--- config.mk ---
export PLATFORM = sky130hd
export DESIGN_NAME = lane_owner_arbiter_core
export DESIGN_NICKNAME = d
export VERILOG_FILES = /design/src/hw/rtl/loa_pkg.sv /design/src/hw/rtl/lane_owner_arbiter_core.sv /design/src/hw/rtl/loa_front.sv /design/src/hw/rtl/loa_back.sv
export SDC_FILE = /design/constraint.sdc
export NUM_CORES = 2
export LEC_CHECK = 0
export BUFFER_PORTS_ARGS = -buffer_cell sky130_fd_sc_hd__buf_2
export CAP_MARGIN = 40
export CORE_MARGIN = 8
export CORE_UTILIZATION = 49
export CTS_CLUSTER_DIAMETER = 120
export DETAILED_ROUTE_END_ITERATION = 8
export HOLD_SLACK_MARGIN = 0.06
export PLACE_DENSITY = 0.7
export SLEW_MARGIN = 40
export SYNTH_ARGS = -nofsm -noshare
export SYNTH_HDL_FRONTEND = slang
export SYNTH_HIERARCHICAL = 1
export SYNTH_MEMORY_MAX_BITS = 65536
export SYNTH_SLANG_ARGS = --single-unit
--- constraint.sdc ---
create_clock -name clk -period 30.3 [get_ports clk]
set_input_delay 4.545 -clock clk [delete_from_list [all_inputs] [get_ports clk]]
set_output_delay 4.545 -clock clk [all_outputs]
set_load 0.005 [all_outputs]
--- src/hw/rtl/loa_pkg.sv ---
// ----------------------------------------------------------------------------
// loa_pkg
// Shared types and constants for the lane owner arbiter.
// ----------------------------------------------------------------------------
package loa_pkg;

  localparam int LANE_COUNT = 4;
  localparam int DONE_DEPTH = 64;
  localparam int LANE_W     = (LANE_COUNT > 1) ? $clog2(LANE_COUNT) : 1;
  localparam int DONE_AW    = (DONE_DEPTH > 1) ? $clog2(DONE_DEPTH) : 1;
  localparam int DONE_CW    = $clog2(DONE_DEPTH + 1);
  localparam int OWNER_W    = 63;
  localparam int STAMP_W    = 32;
  localparam int QDEPTH     = 2;

  localparam logic [1:0] MODE_TRY     = 2'd0;
  localparam logic [1:0] MODE_MUST    = 2'd1;
  localparam logic [1:0] MODE_RELEASE = 2'd2;
  localparam logic [1:0] MODE_MARK    = 2'd3;

  localparam logic [1:0] ST_IO    = 2'd0;
  localparam logic [1:0] ST_SKIP  = 2'd1;
  localparam logic [1:0] ST_BUSY  = 2'd2;
  localparam logic [1:0] ST_PROBE = 2'd3;

  // request word passed from front to back
  typedef struct packed {
    logic [1:0]         mode;
    logic [OWNER_W-1:0] owner;
  } req_t;

  // result word
  typedef struct packed {
    logic [1:0] status;
    logic [1:0] lane;
    logic       lane_found;
    logic [1:0] oldest_lane;
    logic       oldest_valid;
    logic       processed_full;
  } res_t;

endpackage

--- src/hw/rtl/lane_owner_arbiter_core.sv ---
// Lane owner arbiter: hands LANE_COUNT lanes to 63-bit owner IDs and keeps a
// store of up to DONE_DEPTH processed owners. For each request the back end
// picks up the word, reads the processed store one entry per cycle through its
// single read port, walks the lane table, updates, walks the lane table again
// and hands the result off. A two-word queue lets new requests be taken while
// one is in work, and the result register holds a finished word while the next
// request runs; a request ends only once the previous word has left that
// register.
// ----------------------------------------------------------------------------
// lane_owner_arbiter_core
// Top level: stream ports, passthrough register, front queue and back end.
// ----------------------------------------------------------------------------
module lane_owner_arbiter_core (
  input  logic       clk,
  input  logic       rst_n,
  input  logic       cfg_we,
  input  logic       cfg_wdata,
  input  logic       in_tvalid,
  output logic       in_tready,
  input  logic [1:0] in_tuser,    // mode
  input  logic [63:0] in_tdata,   // [62:0] owner, [63] zero
  output logic       out_tvalid,
  input  logic       out_tready,
  output logic [1:0] out_tuser,   // status
  output logic [7:0] out_tdata    // lane, lane_found, oldest_lane, oldest_valid,
                                  // processed_full, zero pad
);

  logic          pass_r;
  loa_pkg::req_t in_req, q_req;
  loa_pkg::res_t res;
  logic          q_valid, q_pop;

  // passthrough register
  always_ff @(posedge clk) begin
    if (!rst_n) pass_r <= 1'b0;
    else if (cfg_we) pass_r <= cfg_wdata;
  end

  assign in_req.mode  = in_tuser;
  assign in_req.owner = in_tdata[62:0];

  loa_front u_front (
    .clk, .rst_n,
    .in_valid (in_tvalid), .in_ready (in_tready), .in_req (in_req),
    .q_valid, .q_pop, .q_req
  );

  loa_back u_back (
    .clk, .rst_n, .passthrough (pass_r),
    .q_valid, .q_pop, .q_req,
    .res_valid (out_tvalid), .res_ready (out_tready), .res
  );

  assign out_tuser = res.status;
  assign out_tdata = {1'b0, res.processed_full, res.oldest_valid, res.oldest_lane,
                      res.lane_found, res.lane};

endmodule

--- src/hw/rtl/loa_front.sv ---
// ----------------------------------------------------------------------------
// loa_front
// Accepts request words and queues them for the back end.
// ----------------------------------------------------------------------------
module loa_front (
  input  logic          clk,
  input  logic          rst_n,
  input  logic          in_valid,
  output logic          in_ready,
  input  loa_pkg::req_t in_req,
  output logic          q_valid,
  input  logic          q_pop,
  output loa_pkg::req_t q_req
);

  loa_pkg::req_t      mem_r [loa_pkg::QDEPTH];
  logic               wp_r, wp_nxt, rp_r, rp_nxt;
  logic [1:0]         cnt_r, cnt_nxt;
  logic               push;

  assign in_ready = (cnt_r != 2'(loa_pkg::QDEPTH));
  assign push     = in_valid && in_ready;
  assign q_valid  = (cnt_r != 2'd0);
  assign q_req    = mem_r[rp_r];

  // pointer and count update
  always_comb begin
    wp_nxt  = push ? ~wp_r : wp_r;
    rp_nxt  = q_pop ? ~rp_r : rp_r;
    cnt_nxt = cnt_r + 2'(push) - 2'(q_pop);
  end

  always_ff @(posedge clk) begin
    if (!rst_n) begin
      wp_r  <= 1'b0;
      rp_r  <= 1'b0;
      cnt_r <= 2'd0;
    end else begin
      wp_r  <= wp_nxt;
      rp_r  <= rp_nxt;
      cnt_r <= cnt_nxt;
    end
  end

  always_ff @(posedge clk) begin
    if (push) begin
      mem_r[wp_r] <= in_req;
    end
  end

endmodule

--- src/hw/rtl/loa_back.sv ---
// ----------------------------------------------------------------------------
// loa_back
// Sequencer that runs one request: store scan, lane scan, update, oldest scan.
// ----------------------------------------------------------------------------
module loa_back (
  input  logic          clk,
  input  logic          rst_n,
  input  logic          passthrough,
  input  logic          q_valid,
  output logic          q_pop,
  input  loa_pkg::req_t q_req,
  output logic          res_valid,
  input  logic          res_ready,
  output loa_pkg::res_t res
);

  typedef enum logic [5:0] {
    S_IDLE = 6'b000001,
    S_DSCN = 6'b000010,
    S_LSCN = 6'b000100,
    S_UPD  = 6'b001000,
    S_OLD  = 6'b010000,
    S_OUT  = 6'b100000
  } state_t;

  localparam int LIW = $clog2(loa_pkg::LANE_COUNT + 1);

  state_t state_r, state_nxt;

  logic [loa_pkg::LANE_COUNT-1:0] busy_r;
  logic [loa_pkg::OWNER_W-1:0]   holder_r [loa_pkg::LANE_COUNT];
  logic [loa_pkg::STAMP_W-1:0]   stamp_r  [loa_pkg::LANE_COUNT];
  logic [loa_pkg::STAMP_W-1:0]   next_stamp_r;
  logic [loa_pkg::OWNER_W-1:0]   done_mem [loa_pkg::DONE_DEPTH];
  logic [loa_pkg::OWNER_W-1:0]   done_rd_r;
  logic [loa_pkg::DONE_CW-1:0]   done_cnt_r;

  loa_pkg::req_t                 req_r;
  logic [loa_pkg::DONE_CW-1:0]   didx_r;      // next store entry to read
  logic                          rd_pend_r;   // done_rd_r holds entry didx_r-1
  logic                          is_done_r;
  logic [LIW-1:0]                lidx_r;
  logic                          held_r;
  logic [loa_pkg::LANE_W-1:0]    held_lane_r;
  logic                          free_ok_r;
  logic [loa_pkg::LANE_W-1:0]    free_lane_r;
  logic [loa_pkg::STAMP_W-1:0]   best_r;
  loa_pkg::res_t                 res_r;       // word being built
  loa_pkg::res_t                 out_r;       // word on the result port
  logic                          res_valid_r, res_valid_nxt;

  logic [loa_pkg::LANE_W-1:0]    li;
  logic                          do_write;
  logic                          hit;
  logic                          take_new;
  loa_pkg::res_t                 upd_res, old_res;

  assign li        = lidx_r[loa_pkg::LANE_W-1:0];
  assign q_pop     = (state_r == S_IDLE) && q_valid;
  assign res_valid = res_valid_r;
  assign res       = out_r;
  assign hit       = rd_pend_r && (done_rd_r == req_r.owner);
  assign do_write  = (state_r == S_UPD) && (req_r.mode[1]) && !is_done_r && !hit
                     && (done_cnt_r < loa_pkg::DONE_CW'(loa_pkg::DONE_DEPTH));

  // store read port
  always_ff @(posedge clk) begin
    done_rd_r <= done_mem[didx_r[loa_pkg::DONE_AW-1:0]];
    if (do_write) begin
      done_mem[done_cnt_r[loa_pkg::DONE_AW-1:0]] <= req_r.owner;
    end
  end

  // next state
  always_comb begin
    state_nxt = state_r;
    case (state_r)
      S_IDLE: if (q_valid) state_nxt = S_DSCN;
      S_DSCN: if ((hit || is_done_r) || (didx_r == done_cnt_r && !rd_pend_r))
                state_nxt = S_LSCN;
      S_LSCN: if (lidx_r == LIW'(loa_pkg::LANE_COUNT)) state_nxt = S_UPD;
      S_UPD:  state_nxt = S_OLD;
      S_OLD:  if (lidx_r == LIW'(loa_pkg::LANE_COUNT)) state_nxt = S_OUT;
      S_OUT:  if (!res_valid_r || res_ready) state_nxt = S_IDLE;
      default: state_nxt = S_IDLE;
    endcase
  end

  // result valid: cleared on hand-off, set when a finished word moves out
  always_comb begin
    res_valid_nxt = res_valid_r;
    if (res_valid_r && res_ready) res_valid_nxt = 1'b0;
    if (state_r == S_OUT && (!res_valid_r || res_ready)) res_valid_nxt = 1'b1;
  end

  // outcome of the update step
  always_comb begin
    upd_res  = '0;
    take_new = 1'b0;
    if (req_r.mode == loa_pkg::MODE_TRY && passthrough) begin
      upd_res.status = loa_pkg::ST_IO;
    end else if (req_r.mode == loa_pkg::MODE_TRY && is_done_r) begin
      upd_res.status = loa_pkg::ST_SKIP;
    end else if (!req_r.mode[1]) begin
      if (held_r) begin
        upd_res.status     = loa_pkg::ST_IO;
        upd_res.lane       = 2'(held_lane_r);
        upd_res.lane_found = 1'b1;
      end else if (free_ok_r) begin
        take_new           = 1'b1;
        upd_res.status     = (req_r.mode == loa_pkg::MODE_TRY) ?
                             loa_pkg::ST_PROBE : loa_pkg::ST_IO;
        upd_res.lane       = 2'(free_lane_r);
        upd_res.lane_found = 1'b1;
      end else begin
        upd_res.status = loa_pkg::ST_BUSY;
      end
    end else begin
      upd_res.processed_full = !is_done_r && !hit &&
        (done_cnt_r >= loa_pkg::DONE_CW'(loa_pkg::DONE_DEPTH));
    end
  end

  // oldest-lane candidate at the current scan position
  always_comb begin
    old_res = res_r;
    if (lidx_r != LIW'(loa_pkg::LANE_COUNT) && busy_r[li] &&
        (!res_r.oldest_valid || stamp_r[li] < best_r)) begin
      old_res.oldest_lane  = 2'(li);
      old_res.oldest_valid = 1'b1;
    end
  end

  always_ff @(posedge clk) begin
    if (!rst_n) begin
      state_r      <= S_IDLE;
      busy_r       <= '0;
      next_stamp_r <= '0;
      done_cnt_r   <= '0;
      res_valid_r  <= 1'b0;
      rd_pend_r    <= 1'b0;
      didx_r       <= '0;
    end else begin
      state_r     <= state_nxt;
      res_valid_r <= res_valid_nxt;
      if (do_write) done_cnt_r <= done_cnt_r + loa_pkg::DONE_CW'(1);
      case (state_r)
        S_IDLE: begin
          didx_r    <= '0;
          rd_pend_r <= 1'b0;
          if (q_valid) begin
            req_r     <= q_req;
            is_done_r <= 1'b0;
            held_r    <= 1'b0;
            free_ok_r <= 1'b0;
          end
        end
        S_DSCN: begin
          if (hit) is_done_r <= 1'b1;
          if (didx_r != done_cnt_r) begin
            didx_r    <= didx_r + loa_pkg::DONE_CW'(1);
            rd_pend_r <= 1'b1;
          end else begin
            rd_pend_r <= 1'b0;
          end
          lidx_r <= '0;
        end
        S_LSCN: begin
          if (lidx_r != LIW'(loa_pkg::LANE_COUNT)) begin
            if (!busy_r[li]) begin
              free_ok_r   <= 1'b1;
              free_lane_r <= li;
            end else if (holder_r[li] == req_r.owner && !held_r) begin
              held_r      <= 1'b1;
              held_lane_r <= li;
            end
            lidx_r <= lidx_r + LIW'(1);
          end
        end
        S_UPD: begin
          res_r  <= upd_res;
          lidx_r <= '0;
          if (take_new) begin
            busy_r[free_lane_r]   <= 1'b1;
            holder_r[free_lane_r] <= req_r.owner;
            stamp_r[free_lane_r]  <= next_stamp_r;
            next_stamp_r          <= next_stamp_r + loa_pkg::STAMP_W'(1);
          end
          if (req_r.mode == loa_pkg::MODE_RELEASE) begin
            for (int i = 0; i < loa_pkg::LANE_COUNT; i++) begin
              if (busy_r[i] && holder_r[i] == req_r.owner) busy_r[i] <= 1'b0;
            end
          end
        end
        S_OLD: begin
          if (lidx_r != LIW'(loa_pkg::LANE_COUNT)) begin
            if (busy_r[li] && (!res_r.oldest_valid || stamp_r[li] < best_r)) begin
              best_r <= stamp_r[li];
            end
            res_r  <= old_res;
            lidx_r <= lidx_r + LIW'(1);
          end
        end
        S_OUT: begin
          if (!res_valid_r || res_ready) out_r <= res_r;
        end
        default: ;
      endcase
    end
  end

endmodule

## Word-level counts from Yosys, hierarchy flattened

Memories as Yosys holds them, arrays and structs flattened. A register that Yosys moved wholly into a read port is not among the register bits.
Cells that the tools add are included.

| storage, ports and cells | value |
|---|---|
| bits in writable memories | 4542 |
| output and inout bits | 12 |
| memories | 4 |
| word-level logic and storage cells | 203 |
| input bits | 72 |
| register bits after elaboration | 123 |

| operators by class | value |
|---|---|
| equal/unequal tests | 32 |
| mux-type cells | 64 |
| magnitude comparators | 6 |
| reduce and logical (&&, ||, !) cells | 56 |
| bitwise operators | 5 |
| add/subtract/negate cells | 6 |

Memories:

| memory | words | bits a word | rd ports | clocked after memory_dff | write ports | line | source |
|---|---|---|---|---|---|---|---|
| u_back.done_mem | 64 | 63 | 1 | 1 | 1 | loa_back.sv:34 | `logic [loa_pkg::OWNER_W-1:0] done_mem [loa_pkg::DONE_DEPTH];` |
| u_back.holder_r | 4 | 63 | 5 | 1 | 1 | loa_back.sv:31 | `logic [loa_pkg::OWNER_W-1:0] holder_r [loa_pkg::LANE_COUNT];` |
| u_front.mem_r | 2 | 65 | 1 | 1 | 1 | loa_front.sv:16 | `loa_pkg::req_t mem_r [loa_pkg::QDEPTH];` |
| u_back.stamp_r | 4 | 32 | 1 | 1 | 1 | loa_back.sv:32 | `logic [loa_pkg::STAMP_W-1:0] stamp_r [loa_pkg::LANE_COUNT];` |

Operator list:

| operator | count |
|---|---|
| $eq A63 B63 Y1 | 6 |
| $pmux W6 S6 | 1 |
| $add A32 B1 Y32 const B | 1 |
| $lt A32 B32 Y1 | 1 |
| $mux W1 | 32 |
| $mux W6 | 5 |
| $ne A2 B1 Y1 const B | 12 |
| $logic_and A1 B1 Y1 | 23 |
| $pmux W9 S2 | 1 |
| $reduce_and A4 Y1 | 4 |
| $mux W3 | 5 |
| $reduce_and A5 Y1 | 3 |
| $add A7 B1 Y7 const B | 2 |
| $pmux W7 S2 | 1 |
| $mux W2 | 6 |
| $mux W4 | 3 |
| $reduce_and A3 Y1 | 4 |
| $reduce_bool A2 Y1 | 6 |
| $mux W5 | 2 |
| $pmux W1 S2 | 4 |
| $eq A7 B7 Y1 | 1 |
| $ge A7 B7 Y1 const B | 1 |
| $lt A7 B7 Y1 const B | 1 |
| $mux W7 | 1 |
| other kinds (27) | 43 |

## Depth between registers and ports, before layout

| depth | value |
|---|---|
| depth after elaboration | 9 |
| depth in mapped cells | 15 |

## Hierarchy

Netlist, hierarchy kept.

Modules (own cells, without submodules):

| module | instances | seq. area each (sq um) | cells each | area each (sq um) |
|---|---|---|---|---|
| loa_back | 1 | 138703.0 | 7567 | 179728.6 |
| loa_front | 1 | 4003.8 | 230 | 4971.0 |
| lane_owner_arbiter_core | 1 | 20.0 | 5 | 47.5 |

## Worst setup path before layout

OpenSTA, ideal clock, no wires.

| timing | value |
|---|---|
| path kind | in2reg |
| start point | in rst_n |
| end point | mem u_back/holder_r[1][0] in the netlist's numbering, enable pin |
| stages on the path | 4 |
| arrival time | 12159 ps |
| setup time | 685 ps |
| buffers on the path | 2 |
| setup slack | 17457 ps |
| data required time | 29615 ps |
| cell sequence | clkbuf_1 clkbuf_1 nand2_1 nor3b_1 |

| on the way | value |
|---|---|
| cells in the longest elaborated chain, start to end | 2 |

Ends and longest elaborated chain:

| what | line | source |
|---|---|---|
| from (decl) | lane_owner_arbiter_core.sv:15 | `input logic rst_n,` |
| $mux W1 | loa_back.sv:135 | `if (!rst_n) begin` |
| $mux W1 (not written as such) | loa_back.sv:185 | `holder_r[free_lane_r] <= req_r.owner;` |
| to (decl) | loa_back.sv:31 |  |

Every way passes these cells.

## Worst setup path in the final report

| timing | value |
|---|---|
| start point | in rst_n |
| end point | reg u_back.held_r, enable pin |

| on the way | value |
|---|---|
| cells in the longest elaborated chain, start to end | 1 |

Ends and longest elaborated chain:

| what | line | source |
|---|---|---|
| $reduce_and A6 Y1 (no source line) | n/a |  |
| to (signal assigned) | loa_back.sv:154 | `held_r <= 1'b0;` |
| to (signal assigned) | loa_back.sv:174 | `held_r <= 1'b1;` |
| to (decl) | loa_back.sv:43 | `logic held_r;` |

Every way passes these cells.
A chain may end at the register's enable or synchronous reset.

==> metrics.md <==
| Metric | Value |
|---|---|
| Ys Warns | 6 |
| Syn Area/Cell | ~24 µm² |
| WHS Endpoint | u_back/res[2]$_DFFE_PP_ |
| Crit Reg-Reg Startpoint | u_back/didx_r[0]$_SDFFE_PN0P_ |
| # clock sinks | 4796 |
| Crit-path max FO | 60 |
| Hold Path Class | reg -> reg |
| Most common cell after layout, fill and taps aside | edfxtp_1 |
| Fin. max-slew vios | 0 |
| H-Tree Level Count | 5 |
| Clock root cell | clkbuf_16 |
| Mapped Cells | around 8000 |
| Share of cells above drive strength 1 | 0.307 |
| Ports | 84 |
| Hold_sp | u_back/res_r[2]$_SDFFCE_PN0P_ |
| Crit end category | register |
| Outcome | finished clean |
| Total placed cells including tap cells | 12774 |
| Core Rows | between 200 and 250 |
| Post-route DRC | 0 |
| GRT overflow | 0 |
| Max stage delay on crit path | 0.75 ns |
| Sequential power share | 0.545 |
| Final hold vios | 0 |
| Reg clk slew, reported paths | ~0.060 ns |
| Fin Hold WS | roughly 0.50 ns |
| Setup TNS | 0 ns |
| FFs w/ async S/R, synth | 0 |
| Chip height | roughly 630 µm |
| Post-CTS resize count | 0 |
| Startpoint types | input pin |
| Drt pass-1 iters | 6 |
| Final ANT Viol Nets | 0 |
| Critical path arrival | approximately 7.5 ns |
| Buffers on Ports | 81 |
| Pwr per Cell Area | just under 70 nW/µm² |
| Initial antenna violation count | 32 |
| Number of flops mapped to enable cells by yosys | ~4700 |
| Later-pin clock latency in the skew report | about 1.0 ns |
| Reg2reg end | u_back/done_rd_r[15]$_DFF_P_ |
| Max-cap violations | 0 |
| Switching pwr | 3.10 mW |
| Final Skew | about 0.12 ns |
| Initial core utilization | 0.492 |
| Library cells used by synthesis | between 70 and 80 |
| Die width | approximately 630 µm |
| Average wire per standard cell | about 36 µm |
| Setup CP Type | in -> reg |
| Clock share of power | 0.402 |
| Largest net degree at the start of global routing | 97 |
| Layout area overhead | 12.8% |
| Final period util | 0.224 |
| RSZ-0062 raised after global routing | false |
| Vias/cell | between 6 and 7 |
| Core area | around 380000 µm² |
| Combinational share of power | 0.053 |
| #FFs+latches synth | 4796 |
| Crit-path slowest cell | nor4_4 |
| Mapped Nets | around 7900 |
| Final nets | 8369 |
| Post-synthesis sequential area ratio | 0.773 |
| Lkg Pwr | about 63 nW |
| First-pass GRT wire length | between 600000 and 700000 µm |
| Worst Path Required | between 30 and 40 ns |
| Mapped Area | ~180000 µm² |
| CTS buffer count | between 400 and 500 |
| Clk buf depth | 4 |
| Min Tclk post-route | about 7 ns |
| Detailed placer's ending HPWL | approximately 270000 µm |
| GPL Wtd Cong | around 0.95 |
| Switching Share | 0.220 |
| Number of global-route vias before repair | 88124 |
| Setup-failing EPs final | 0 |
| Aggregate global-route resource usage | 0.244 |
| Commonest non-fill, non-tap cells in the layout | edfxtp_1, mux4_2, clkbuf_16, xor2_1, buf_4 |
| Total wire length | roughly 490000 µm |
| Max_slew headroom | 0.346 |
| Die area | a little under 400000 µm² |
| CTS tree | done |
| Setup bufs post-CTS | 0 |
| R2r setup slk | between 20 and 25 ns |
| Worst r2r path cells | 10 |
| Worst-path cell chain | buf_2 -> buf_4 -> o2111ai_1 -> a31o_2 -> nor4_1 -> nand4_1 -> nor4_4 -> or2_1 |
| CTS Hold Bufs | 0 |
| Worst Hold Depth | 0 |
| Int Power | around 11 mW |
| DR iter-0 viols | roughly 14000 |
| Least-Margin Pin Slew | just under 1 ns |
| VDD IR-drop max | about 58 µV |
| Fmax | about 0.15 GHz |
| Detailed-route via count | around 89000 |
| Dominant synthesized flop cell | edfxtp_1 |
| Post-route insts no fill | around 14000 |
==> power by group through the flow <==
stage / clock, mW / sequential [mW] / combinational (mW)
after global routing: 5.95 / 7.66 / 0.788
after floorplan: 0 / 7.95 / 0.221
after global placement: 0 / 7.80 / 0.680
after detailed placement: 0 / 7.81 / 0.727
final: 5.65 / 7.66 / 0.747
after CTS: 5.71 / 7.67 / 0.727
==> metrics by stage <==
| stage | utilization | setup slack [ns] | cell area (µm²) | power [mW] |
|---|---|---|---|---|
| 3_3_place_gp | 0.512 | 22.47 | 192000 | 8.48 |
| 5_1_grt | 0.555 | 23.39 | 208000 | 14.4 |
| 2_1_floorplan | - | 17.46 | 185000 | 8.18 |
| 6_report | 0.555 | 23.50 | 208000 | 14.1 |
| 4_1_cts | 0.554 | 23.73 | 208000 | 14.1 |
| 3_5_place_dp | 0.514 | 22.68 | 193000 | 8.54 |
==> metal layers <==
layer / vias to the layer above / track usage / wire length, µm
met1: 47692 / 0.341 / 183000
met4: 10 / 0.0812 / 19000
met2: 5793 / 0.384 / 231000
met5: - / 0 / 71
met3: 948 / 0.0573 / 60400
li1: 34128 / - / -
==> state kept, by name (all words and copies together), names as in the netlist, 6 cells and up, named ones only <==
name                 flops
u_front/mem_r          130
u_back/done_cnt_r        7
u_back/res               9
u_back/done_rd_r        63
u_back/state_r           6
u_back/stamp_r         128
u_back/next_stamp_r     32
u_back/old_res           6
u_back/holder_r        252
u_back/didx_r            7
u_back/req_r            65
u_back/done_mem       4032
u_back/best_r           32
==> final cells by class <==
type,count,area [µm²]
antenna,3,7.51
clock buffer,618,12500
clock inverter,242,2370
fill,27025,167000
inverter,75,284
multi-input combinational,2511,40500
sequential,4796,143000
tap,4994,6250
timing repair buffer,415,3770
==> logic make-up after synthesis <==
logic type      synth area share
simple gates              0.0130
other cells            0.0000203
fa+ha+maj                0.00251
mux                        0.177
xor+xnor                  0.0175
buf+inv                   0.0115
flops                      0.773
compound gates           0.00616
==> critical path: cells and delay by family <==
kind,cells,cell delay [ns]
and+or+nand+nor,4,1.45
AOI/OAI and AO/OA,2,0.90
buffers and inverters,2,0.57
==> how the worst max path moves through the flow <==
stage | start | end | cells past startpoint
finish | rst_n | u_back/held_r$_DFFE_PP_ | 8
detailed placement | rst_n | u_back/held_r$_DFFE_PP_ | 8
floorplan | rst_n | u_back/holder_r[1][0]$_DFFE_PP_ | 4
global route | rst_n | u_back/held_r$_DFFE_PP_ | 8
CTS | rst_n | u_back/held_r$_DFFE_PP_ | 8
global placement | rst_n | u_back/held_r$_DFFE_PP_ | 8
==> Yosys cell counts, drive strengths merged, types with 8 or more instances <==
cell type  count  area share
and3          11     0.00040
nor3          17     0.00046
nand3b         8     0.00033
a22oi          8     0.00033
o211ai         8     0.00033
nor2b          9     0.00030
nand2         54      0.0011
mux2          75      0.0046
dfxtp        129       0.014
edfxtp      4667        0.76
xnor2        134      0.0064
a21boi        10     0.00043
buf          201      0.0055
nor2         104      0.0021
and2          34      0.0012
o22ai         14     0.00047
o21ai         22     0.00060
nand3         22     0.00060
nor4          69      0.0024
ha            37      0.0025
xor2         236       0.011
nand2b        10     0.00034
or2            8     0.00027
mux2i         41      0.0022
a21oi         20     0.00054
clkbuf       219      0.0044
mux4        1394        0.17
nand4         53      0.0018
inv           74      0.0015
(Power assumes the default switching activity.)
